<file path="config.mk">
export PLATFORM = sky130hd
export DESIGN_NAME = bonded_key_table
export DESIGN_NICKNAME = d
export VERILOG_FILES = /design/src/rtl/core/bkt_pkg.sv /design/src/rtl/core/bonded_key_table.sv
export VERILOG_INCLUDE_DIRS = /design/src /design/src/rtl/core
export SDC_FILE = /design/constraint.sdc
export NUM_CORES = 1
export LEC_CHECK = 0
export BUFFER_PORTS_ARGS = -buffer_cell sky130_fd_sc_hd__buf_2
export CORE_MARGIN = 2
export CORE_UTILIZATION = 25
export CTS_CLUSTER_DIAMETER = 150
export CTS_CLUSTER_SIZE = 30
export DETAILED_ROUTE_END_ITERATION = 6
export GPL_TIMING_DRIVEN = 0
export PLACE_DENSITY = 0.45
export SETUP_SLACK_MARGIN = 0.05
export SYNTH_ARGS = -nofsm -noshare
export SYNTH_HDL_FRONTEND = slang
export SYNTH_SLANG_ARGS = --single-unit
</file>
<file path="constraint.sdc">
create_clock -name clk_i -period 17.95 [get_ports clk_i]
set_clock_uncertainty 0.05 [all_clocks]
set_input_delay 2.6925 -clock clk_i [delete_from_list [all_inputs] [get_ports clk_i]]
set_output_delay 2.6925 -clock clk_i [all_outputs]
set_load 0.01 [all_outputs]
</file>
<file path="src/rtl/core/bonded_key_table_defines.svh">
// ----------------------------------------------------------------------------
// bonded_key_table_defines.svh
// Assertion macros used by the bonded key table RTL.
// ----------------------------------------------------------------------------
`ifndef BONDED_KEY_TABLE_DEFINES_SVH
`define BONDED_KEY_TABLE_DEFINES_SVH

// Checks that the consequent holds in the same cycle as the antecedent.
`define BKT_ASSERT_IMPLIES(label, ante, cons) \
  label: assert property (@(posedge clk_i) disable iff (!rst_ni) \
    (ante) |-> (cons)) else $error("bonded key table: assertion failed");

// Checks that the consequent holds in the cycle after the antecedent.
`define BKT_ASSERT_NEXT(label, ante, cons) \
  label: assert property (@(posedge clk_i) disable iff (!rst_ni) \
    (ante) |=> (cons)) else $error("bonded key table: assertion failed");

`endif

</file>
<file path="src/rtl/core/bkt_pkg.sv">
// ----------------------------------------------------------------------------
// bkt_pkg
// Types and constants of the bonded key table.
// ----------------------------------------------------------------------------
`default_nettype none

package bkt_pkg;

  localparam int unsigned TABLE_DEPTH = 8;
  localparam int unsigned IDX_W       = 3;   // slot field width
  localparam int unsigned CNT_W       = 4;   // entry count field width
  localparam int unsigned ADDR_W      = 48;
  localparam int unsigned KEY_W       = 64;

  typedef enum logic {
    FUNC_LOOKUP = 1'b0,
    FUNC_STORE  = 1'b1
  } func_e;

  typedef enum logic [1:0] {
    STATUS_OK        = 2'd0,
    STATUS_NOT_FOUND = 2'd1,
    STATUS_FULL      = 2'd2
  } status_e;

  typedef enum logic [1:0] {
    ST_IDLE,
    ST_SCAN,
    ST_KEY
  } state_e;

endpackage

`default_nettype wire

</file>
<file path="src/rtl/core/bonded_key_table.sv">
// ----------------------------------------------------------------------------
// bonded_key_table
// Associative table of bonded peers: lookup and store of link keys by address.
// ----------------------------------------------------------------------------
// Usage:
//   The input channel carries one request per transfer: func_i selects a
//   lookup or a store, peer_address_i is the search key, and the two key
//   words are used by a store only. The output channel returns exactly one
//   result per request, in request order: status, slot, key words (lookup
//   hit only) and the entry count after the operation.
//   Scan: the address memory has a single read port, so the scan visits
//   one filled entry per cycle and stops at a hit. The result register is
//   loaded when the scan ends; a lookup hit first reads the key memory in
//   the key state. The block takes one request at a time, so a new request
//   is taken only after the previous result has been loaded.
//   Reset clears the entry count and all control state; the memories are not
//   cleared, since only filled entries are ever read.
//   When the receiver stalls, the result waits in the output register and the
//   next request is still taken; its scan runs, but its result and any table
//   write wait until the output register is free.
// ----------------------------------------------------------------------------
`default_nettype none

module bonded_key_table
  import bkt_pkg::*;
(
  input  wire logic              clk_i,
  input  wire logic              rst_ni,
  input  wire logic              in_valid_i,
  output logic                   in_ready_o,
  input  wire logic              func_i,
  input  wire logic [ADDR_W-1:0] peer_address_i,
  input  wire logic [KEY_W-1:0]  key_upper_in_i,
  input  wire logic [KEY_W-1:0]  key_lower_in_i,
  output logic                   out_valid_o,
  input  wire logic              out_ready_i,
  output logic [1:0]             status_o,
  output logic [IDX_W-1:0]       slot_o,
  output logic [KEY_W-1:0]       key_upper_out_o,
  output logic [KEY_W-1:0]       key_lower_out_o,
  output logic [CNT_W-1:0]       entry_count_o
);

`include "bonded_key_table_defines.svh"

  // Request registers, captured at the input transfer.
  func_e             func_q;
  logic [ADDR_W-1:0] addr_q;
  logic [KEY_W-1:0]  kup_q;
  logic [KEY_W-1:0]  klo_q;

  state_e state_q, state_d;
  logic [CNT_W-1:0] count_q, count_d;
  // The read index runs up to the count itself, so it has the count's width.
  logic [CNT_W-1:0] rd_idx_q, rd_idx_d;
  logic             cmp_vld_q, cmp_vld_d;
  logic [IDX_W-1:0] cmp_idx_q, cmp_idx_d;

  // Memories: address per entry, and both key words side by side.
  logic [ADDR_W-1:0]  addr_mem [TABLE_DEPTH];
  logic [2*KEY_W-1:0] key_mem  [TABLE_DEPTH];
  logic [ADDR_W-1:0]  addr_rdata_q;
  logic [2*KEY_W-1:0] key_rdata_q;
  logic               addr_re, addr_we, key_re, key_we;
  logic [IDX_W-1:0]   wr_idx;

  // Result register.
  logic             out_valid_q;
  status_e          status_q;
  logic [IDX_W-1:0] slot_q;
  logic [KEY_W-1:0] oup_q, olo_q;

  logic             load_res;
  status_e          res_status;
  logic [IDX_W-1:0] res_slot;
  logic [KEY_W-1:0] res_kup, res_klo;

  logic hit, scan_end, out_free, table_full;

  // A compare is pending when the previous cycle issued a read; the read data
  // holds while no new read is issued, so a stalled decision stays valid.
  assign hit        = cmp_vld_q && (addr_rdata_q == addr_q);
  assign scan_end   = (rd_idx_q >= count_q);
  assign out_free   = !out_valid_q || out_ready_i;
  assign table_full = (count_q >= CNT_W'(TABLE_DEPTH));

  always_ff @(posedge clk_i or negedge rst_ni) begin
    if (!rst_ni) begin
      state_q   <= ST_IDLE;
      count_q   <= '0;
      rd_idx_q  <= '0;
      cmp_vld_q <= 1'b0;
    end else begin
      state_q   <= state_d;
      count_q   <= count_d;
      rd_idx_q  <= rd_idx_d;
      cmp_vld_q <= cmp_vld_d;
    end
  end

  always_ff @(posedge clk_i) begin
    cmp_idx_q <= cmp_idx_d;
    if (in_valid_i && in_ready_o) begin
      func_q <= func_e'(func_i);
      addr_q <= peer_address_i;
      kup_q  <= key_upper_in_i;
      klo_q  <= key_lower_in_i;
    end
  end

  // Sequencer: scan the filled entries, then read a key, write back or report the result.
  always_comb begin
    state_d    = state_q;
    count_d    = count_q;
    rd_idx_d   = rd_idx_q;
    cmp_vld_d  = cmp_vld_q;
    cmp_idx_d  = cmp_idx_q;
    addr_re    = 1'b0;
    addr_we    = 1'b0;
    key_re     = 1'b0;
    key_we     = 1'b0;
    wr_idx     = cmp_idx_q;
    in_ready_o = 1'b0;
    load_res   = 1'b0;
    res_status = STATUS_OK;
    res_slot   = '0;
    res_kup    = '0;
    res_klo    = '0;

    case (state_q)
      ST_IDLE: begin
        in_ready_o = 1'b1;
        if (in_valid_i) begin
          state_d   = ST_SCAN;
          rd_idx_d  = '0;
          cmp_vld_d = 1'b0;
        end
      end

      ST_SCAN: begin
        if (hit) begin
          if (func_q == FUNC_LOOKUP) begin
            key_re  = 1'b1;
            state_d = ST_KEY;
          end else if (out_free) begin
            // Store to a known peer: overwrite its key in place.
            key_we    = 1'b1;
            wr_idx    = cmp_idx_q;
            load_res  = 1'b1;
            res_slot  = cmp_idx_q;
            cmp_vld_d = 1'b0;
            state_d   = ST_IDLE;
          end
        end else if (!scan_end) begin
          addr_re   = 1'b1;
          cmp_vld_d = 1'b1;
          cmp_idx_d = rd_idx_q[IDX_W-1:0];
          rd_idx_d  = rd_idx_q + CNT_W'(1);
        end else if (out_free) begin
          load_res  = 1'b1;
          cmp_vld_d = 1'b0;
          state_d   = ST_IDLE;
          if (func_q == FUNC_LOOKUP) begin
            res_status = STATUS_NOT_FOUND;
          end else if (table_full) begin
            res_status = STATUS_FULL;
          end else begin
            // Append the new peer at the first free slot.
            addr_we  = 1'b1;
            key_we   = 1'b1;
            wr_idx   = count_q[IDX_W-1:0];
            res_slot = count_q[IDX_W-1:0];
            count_d  = count_q + CNT_W'(1);
          end
        end
      end

      ST_KEY: begin
        if (out_free) begin
          load_res  = 1'b1;
          res_slot  = cmp_idx_q;
          res_kup   = key_rdata_q[2*KEY_W-1:KEY_W];
          res_klo   = key_rdata_q[KEY_W-1:0];
          cmp_vld_d = 1'b0;
          state_d   = ST_IDLE;
        end
      end

      default: begin
        state_d = ST_IDLE;
      end
    endcase
  end

  // Reads and writes never target the same cycle of one request, and a new
  // request starts reading only after the previous write-back, so no
  // forwarding path is needed.
  always_ff @(posedge clk_i) begin
    if (addr_we) begin
      addr_mem[wr_idx] <= addr_q;
    end
    if (addr_re) begin
      addr_rdata_q <= addr_mem[rd_idx_q[IDX_W-1:0]];
    end
  end

  always_ff @(posedge clk_i) begin
    if (key_we) begin
      key_mem[wr_idx] <= {kup_q, klo_q};
    end
    if (key_re) begin
      key_rdata_q <= key_mem[cmp_idx_q];
    end
  end

  always_ff @(posedge clk_i or negedge rst_ni) begin
    if (!rst_ni) begin
      out_valid_q <= 1'b0;
    end else if (load_res) begin
      out_valid_q <= 1'b1;
    end else if (out_ready_i) begin
      out_valid_q <= 1'b0;
    end
  end

  always_ff @(posedge clk_i) begin
    if (load_res) begin
      status_q <= res_status;
      slot_q   <= res_slot;
      oup_q    <= res_kup;
      olo_q    <= res_klo;
    end
  end

  // The count changes only when a result is loaded, so it stays matched to
  // the result that waits in the output register.
  assign out_valid_o     = out_valid_q;
  assign status_o        = status_q;
  assign slot_o          = slot_q;
  assign key_upper_out_o = oup_q;
  assign key_lower_out_o = olo_q;
  assign entry_count_o   = count_q;

  `BKT_ASSERT_IMPLIES(a_count_max, 1'b1, count_q <= CNT_W'(TABLE_DEPTH))
  `BKT_ASSERT_IMPLIES(a_count_step, count_q != $past(count_q),
                      count_q == $past(count_q) + CNT_W'(1))
  `BKT_ASSERT_IMPLIES(a_cmp_range, cmp_vld_q, {1'b0, cmp_idx_q} < count_q)
  `BKT_ASSERT_IMPLIES(a_full_count, out_valid_q && status_q == STATUS_FULL,
                      count_q == CNT_W'(TABLE_DEPTH))

endmodule

`default_nettype wire
</file>
==> results by stage <==
Critical path:
- The worst register-to-register path has a depth of 18.
- The worst stage delay on the critical path is 0.84 ns.
- The worst reg2reg path endpoint is key_mem[0][103]$_DFFE_PP_.
- The kind of cell with the highest combined delay along the critical path is buffers and inverters.
- Along the worst path, the maximum fanout reaches 19.
- STA classifies the critical path startpoint as an input pin.
- Traced cell by cell, the critical path runs through buf_2 > nand2b_1 > clkbuf_2 > buf_12 > buf_2 > nand2_1 > o31ai_4 > buf_16 > buf_8 > buf_16 > buf_8 > buf_8.
- The required time at the worst-slack endpoint is 18.39 ns.
- The worst setup path is of the input pin to flip-flop kind.
- The reg-to-reg startpoint is rd_idx_q[0]$_DFFE_PN0P_.
- The flop-to-flop setup slack is 12.05 ns.
- The worst setup path is captured at a flip-flop.
- The buffers plus inverters on the worst setup path is 9.
- By instance count, the cell type seen most on the critical path is sky130_fd_sc_hd__buf_8.
- For the worst setup path, the data arrival time is 6.36 ns.
- The cell with the biggest individual delay on the critical path is sky130_fd_sc_hd__o31ai_4.

Synthesis:
- The combined area of all synthesized cells is 0.0701 mm².
- After Yosys synthesis, and, or, nand and nor cells account for 4.09% of the synthesized area.
- The number of different library cells used by synthesis comes to 44.
- The most common flop cell mapped by yosys is sky130_fd_sc_hd__edfxtp_1.
- After Yosys synthesis, XOR and XNOR cells account for 0.624% of the synthesized area.
- The number of instances in the synthesized netlist is 3204.
- The portion of the post-synthesis area used by sequential elements is 81.7%.
- The fraction of registers with async set/reset is 0.629%.
- In this run, synthesis produced a sequential element count of 1909.
- Of the total synthesized cell area, the portion taken by full adders, half adders and majority gates is 0.196%.
- Yosys mapped a number of flops with a built-in enable equal to 1897.
- Counting every net in the synthesized netlist gives 3396.
- Each instance of the synthesized netlist takes up on average 21.9 µm².
- The synthesized netlist devotes 0.437% of its cell area to compound gates.
- The number of warnings reported in the yosys synthesis log is 0.
- The main combinational cell family by area after synthesis is multiplexers.
- The multiplexer fraction of the synthesized cell area is 12.1%.

Finish:
- The number of fill cells in the layout is 27.5k.
- Cells with a size suffix above 1 make up 28.0% of the layout.
- The area growth from synthesis to layout is 16.8%.
- The post-layout net count is 4019.

Clock network:
- The tree built by TritonCTS fans out to 1909 sinks.
- The number of CTS-inserted buffers is 75.
- The post-CTS setup-driven buffer insertion count is 0.
- The TritonCTS clock tree is done.
- The number of hold buffers added after cts is 0.
- The insertion delay of the later-clocked pin in the worst-skew pair is 0.77 ns.
- The total number of H-tree levels is 3.
- Once the clock tree was built, the resizer swapped 0 gates to a different size.
- The clock root buffer is sky130_fd_sc_hd__clkbuf_16.
- In this run the deepest clock path goes through 3 buffers.
- Clock-pin slew was measured on the worst setup and hold paths at 0.12 ns.

Routing:
- For this block, the routed nets add up to 185000 µm of wire.
- In this run, the number of DRC markers left after iteration 0 of detailed routing was 2846.
- Summing over every cut layer, the via total after detailed routing is 32.8k.
- The remaining design rule violation count is 0.
- The number of iterations in the first detailed-routing pass is 6.
- The detail route stage leaves a number of antenna-violating nets equal to 0.
- The average wire per cell in the routed design is 24.5 µm.
- In the routed layout, each cell is associated on average with a via count of 4.33.

Die:
- The number of I/O pins is 320.
- The total core area is 0.279 mm².
- The vertical die dimension is 534 µm.
- The die covers 0.285 mm².
- The starting density of the core is 25.1%.
- The number of rows in the core area is 194.
- The die extent in x is 534 µm.

STA:
- Based on the critical path, the design can be clocked at up to 0.169 GHz.
- Setup repair after global routing left no endpoint under its margin.
- For the pin with the worst max-slew slack, the measured transition is 1.28 ns.
- Setup violations remaining at the end of the flow were counted as 0.
- The final total negative setup slack is 0 ns.
- Headroom to the max-slew limit came out at 14.1%.
- The final-report hold violation count is 0.
- The final period utilization is 32.9%.
- The worst setup slack after layout is 12.04 ns.
- The number of max-slew violations in the final report came to 0.
- The clock period minus final worst setup slack is 5.91 ns.

Job:
- The tool flagged a number of max-cap violations equal to 0.

Hold path:
- The instance count along the most critical hold path is 0.
- The startpoint of the worst hold path is rd_idx_q[2]$_DFFE_PN0P_.
- The end of the worst hold path is cmp_idx_q[2]$_DFFE_PP_.
- The path class of the tightest hold or removal check is flip-flop to flip-flop.

Power and ir drop:
- The worst ir drop on vdd is 87.8 µV.
- Power spread over the standard cell area amounts to 121 mW/mm².
- Summed over all cells, the static leakage comes to 25.9 nW.

Placed design:
- The pre-CTS setup slack is 11.11 ns.
- The half-perimeter wire length after detailed placement is 129000 µm.
- The final weighted congestion in routability-driven placement is 0.721.
- Port buffering added 319 buffers.

Global route:
- Summed over all layers, the global routing overflow is 0.
- Global routing used 12.8% of the available tracks.
- The number of antenna violations at the first check in global routing is 19.
- The wire length of the first global-routing pass is 263000 µm.
- The pin count of the biggest net entering global routing is 43.
- The number of global-route vias before repair is 33.7k.

Status:
- The flow ran to the end, and the final reports show no timing, DRC or antenna violations.
-- layout by cell type, fill, tap and decap left out, types with 3 or more instances in the layout --
cell                        count
sky130_fd_sc_hd__clkbuf_1     103
sky130_fd_sc_hd__nor4_2         7
sky130_fd_sc_hd__o22ai_1        3
sky130_fd_sc_hd__buf_2        331
sky130_fd_sc_hd__mux4_2       352
sky130_fd_sc_hd__a21o_1         3
sky130_fd_sc_hd__buf_1         38
sky130_fd_sc_hd__nand3_1       11
sky130_fd_sc_hd__buf_4         54
sky130_fd_sc_hd__clkbuf_16     75
sky130_fd_sc_hd__xnor2_1        4
sky130_fd_sc_hd__dfrtp_1       12
sky130_fd_sc_hd__ha_1          11
sky130_fd_sc_hd__mux2_2        49
sky130_fd_sc_hd__nor3_1         6
sky130_fd_sc_hd__clkbuf_2       8
sky130_fd_sc_hd__clkinv_16      4
sky130_fd_sc_hd__nand2b_1       4
sky130_fd_sc_hd__and3_1       133
sky130_fd_sc_hd__o21ai_0        6
sky130_fd_sc_hd__edfxtp_1    1897
sky130_fd_sc_hd__buf_8        100
sky130_fd_sc_hd__nor3_2         4
sky130_fd_sc_hd__a21oi_1        3
sky130_fd_sc_hd__nand2_1      403
sky130_fd_sc_hd__a22oi_2        8
sky130_fd_sc_hd__nor4_1        23
sky130_fd_sc_hd__nand4_1       13
sky130_fd_sc_hd__nor2_1        12
sky130_fd_sc_hd__xor2_1        46
sky130_fd_sc_hd__diode_2        6
sky130_fd_sc_hd__o311ai_0       3
sky130_fd_sc_hd__buf_6         43
sky130_fd_sc_hd__inv_1          9
sky130_fd_sc_hd__buf_16        28
-- where the power goes --
part	leakage, nW	switching, mW	internal, mW
logic	7.72	1.34	0.934
registers	17.2	0.184	5.29
clock network	1.05	1.38	0.806
-- state kept, by name, indices dropped and copies added, names as in the netlist, 4 cells and up --
| register | cells |
|---|---|
| addr_mem | 384 |
| addr_q | 48 |
| addr_rdata_q | 48 |
| entry_count_o | 4 |
| key_lower_out_o | 64 |
| key_mem | 1024 |
| key_rdata_q | 128 |
| key_upper_out_o | 64 |
| klo_q | 64 |
| kup_q | 64 |
| rd_idx_q | 4 |
-- synthesized netlist by cell type (3+ instances only) --
| master | count | area, µm² |
|---|---|---|
| sky130_fd_sc_hd__nor3_1 | 10 | 50.1 |
| sky130_fd_sc_hd__buf_1 | 40 | 150 |
| sky130_fd_sc_hd__ha_1 | 11 | 138 |
| sky130_fd_sc_hd__mux4_2 | 352 | 7930 |
| sky130_fd_sc_hd__xor2_1 | 46 | 403 |
| sky130_fd_sc_hd__nand2_1 | 403 | 1510 |
| sky130_fd_sc_hd__o21ai_0 | 6 | 30.0 |
| sky130_fd_sc_hd__a21oi_1 | 3 | 15.0 |
| sky130_fd_sc_hd__inv_1 | 9 | 33.8 |
| sky130_fd_sc_hd__o22ai_1 | 3 | 18.8 |
| sky130_fd_sc_hd__nor2_1 | 12 | 45.0 |
| sky130_fd_sc_hd__dfrtp_1 | 12 | 300 |
| sky130_fd_sc_hd__o31ai_1 | 3 | 22.5 |
| sky130_fd_sc_hd__and3_1 | 133 | 832 |
| sky130_fd_sc_hd__xnor2_1 | 4 | 35.0 |
| sky130_fd_sc_hd__buf_2 | 10 | 50.1 |
| sky130_fd_sc_hd__nand4_1 | 13 | 81.3 |
| sky130_fd_sc_hd__mux2_2 | 49 | 552 |
| sky130_fd_sc_hd__a22oi_1 | 9 | 67.6 |
| sky130_fd_sc_hd__nand3_1 | 11 | 55.1 |
| sky130_fd_sc_hd__a21o_1 | 3 | 22.5 |
| sky130_fd_sc_hd__clkbuf_1 | 106 | 398 |
| sky130_fd_sc_hd__edfxtp_1 | 1897 | 57000 |
| sky130_fd_sc_hd__o311ai_0 | 3 | 26.3 |
| sky130_fd_sc_hd__nand2b_1 | 4 | 25.0 |
| sky130_fd_sc_hd__nor4_1 | 29 | 181 |
-- how the worst max path moves through the flow --
stage / start / end / slack (ns) / depth (start not counted)
finish: out_ready_i / key_upper_out_o[22]$_SDFFCE_PN0P_ / 12.04 / 12
global route: rd_idx_q[0]$_DFFE_PN0P_ / key_mem[0][103]$_DFFE_PP_ / 11.57 / 18
CTS: rd_idx_q[0]$_DFFE_PN0P_ / key_mem[0][103]$_DFFE_PP_ / 11.89 / 18
detailed placement: out_ready_i / key_upper_out_o[19]$_SDFFCE_PN0P_ / 11.11 / 12
global placement: out_ready_i / key_upper_out_o[19]$_SDFFCE_PN0P_ / -7.91 / 6
floorplan: out_ready_i / key_lower_out_o[0]$_SDFFCE_PN0P_ / 3.90 / 5
-- cell type report --
cell class | count | area, µm² | share of cell area (%)
clock buffer | 80 | 1900 | 2.31
multi-input combinational | 1130 | 12300 | 15.1
buffer | 156 | 611 | 0.746
clock inverter | 15 | 269 | 0.329
timing repair buffer | 546 | 4800 | 5.86
tap | 3724 | 4660 | 5.69
inverter | 9 | 33.8 | 0.0413
sequential | 1909 | 57300 | 69.9
antenna | 6 | 15.0 | 0.0183
-- cells by family (layout without fill, tap and decap cells) --
family,after synthesis,count (layout)
muxes,401,401
xor gates and xnor gates,50,50
adders and majority gates,11,11
other,0,6
buffers and inverters,165,806
and+or+nand+nor,626,626
DFF,1909,1909
AOI/OAI and AO/OA,42,42
-- stage by stage --
| step | power, mW | hold slack (ns) | utilization (%) | std cells | area, µm² |
|---|---|---|---|---|---|
| after floorplan | 7.02 | 0.399 | - | 3204 | 70100 |
| after global placement | 7.96 | 0.436 | 27.4 | 7247 | 76400 |
| after detailed placement | 7.95 | 0.433 | 28.6 | 7474 | 79700 |
| after CTS | 10.2 | 0.461 | 29.3 | 7569 | 81900 |
| after global routing | 10.4 | 0.492 | 29.3 | 7569 | 81900 |
| final | 9.93 | 0.461 | 29.3 | 7575 | 81900 |
-- routing by layer --
layer,vias up,track usage (%),routed length (µm)
met1,17808,17.8,83200
met5,-,0,49
met2,683,21.5,91400
met4,8,2.74,3730
met3,145,1.58,6830
li1,14149,-,-
No activity file was read; power rests on OpenSTA's default activity.
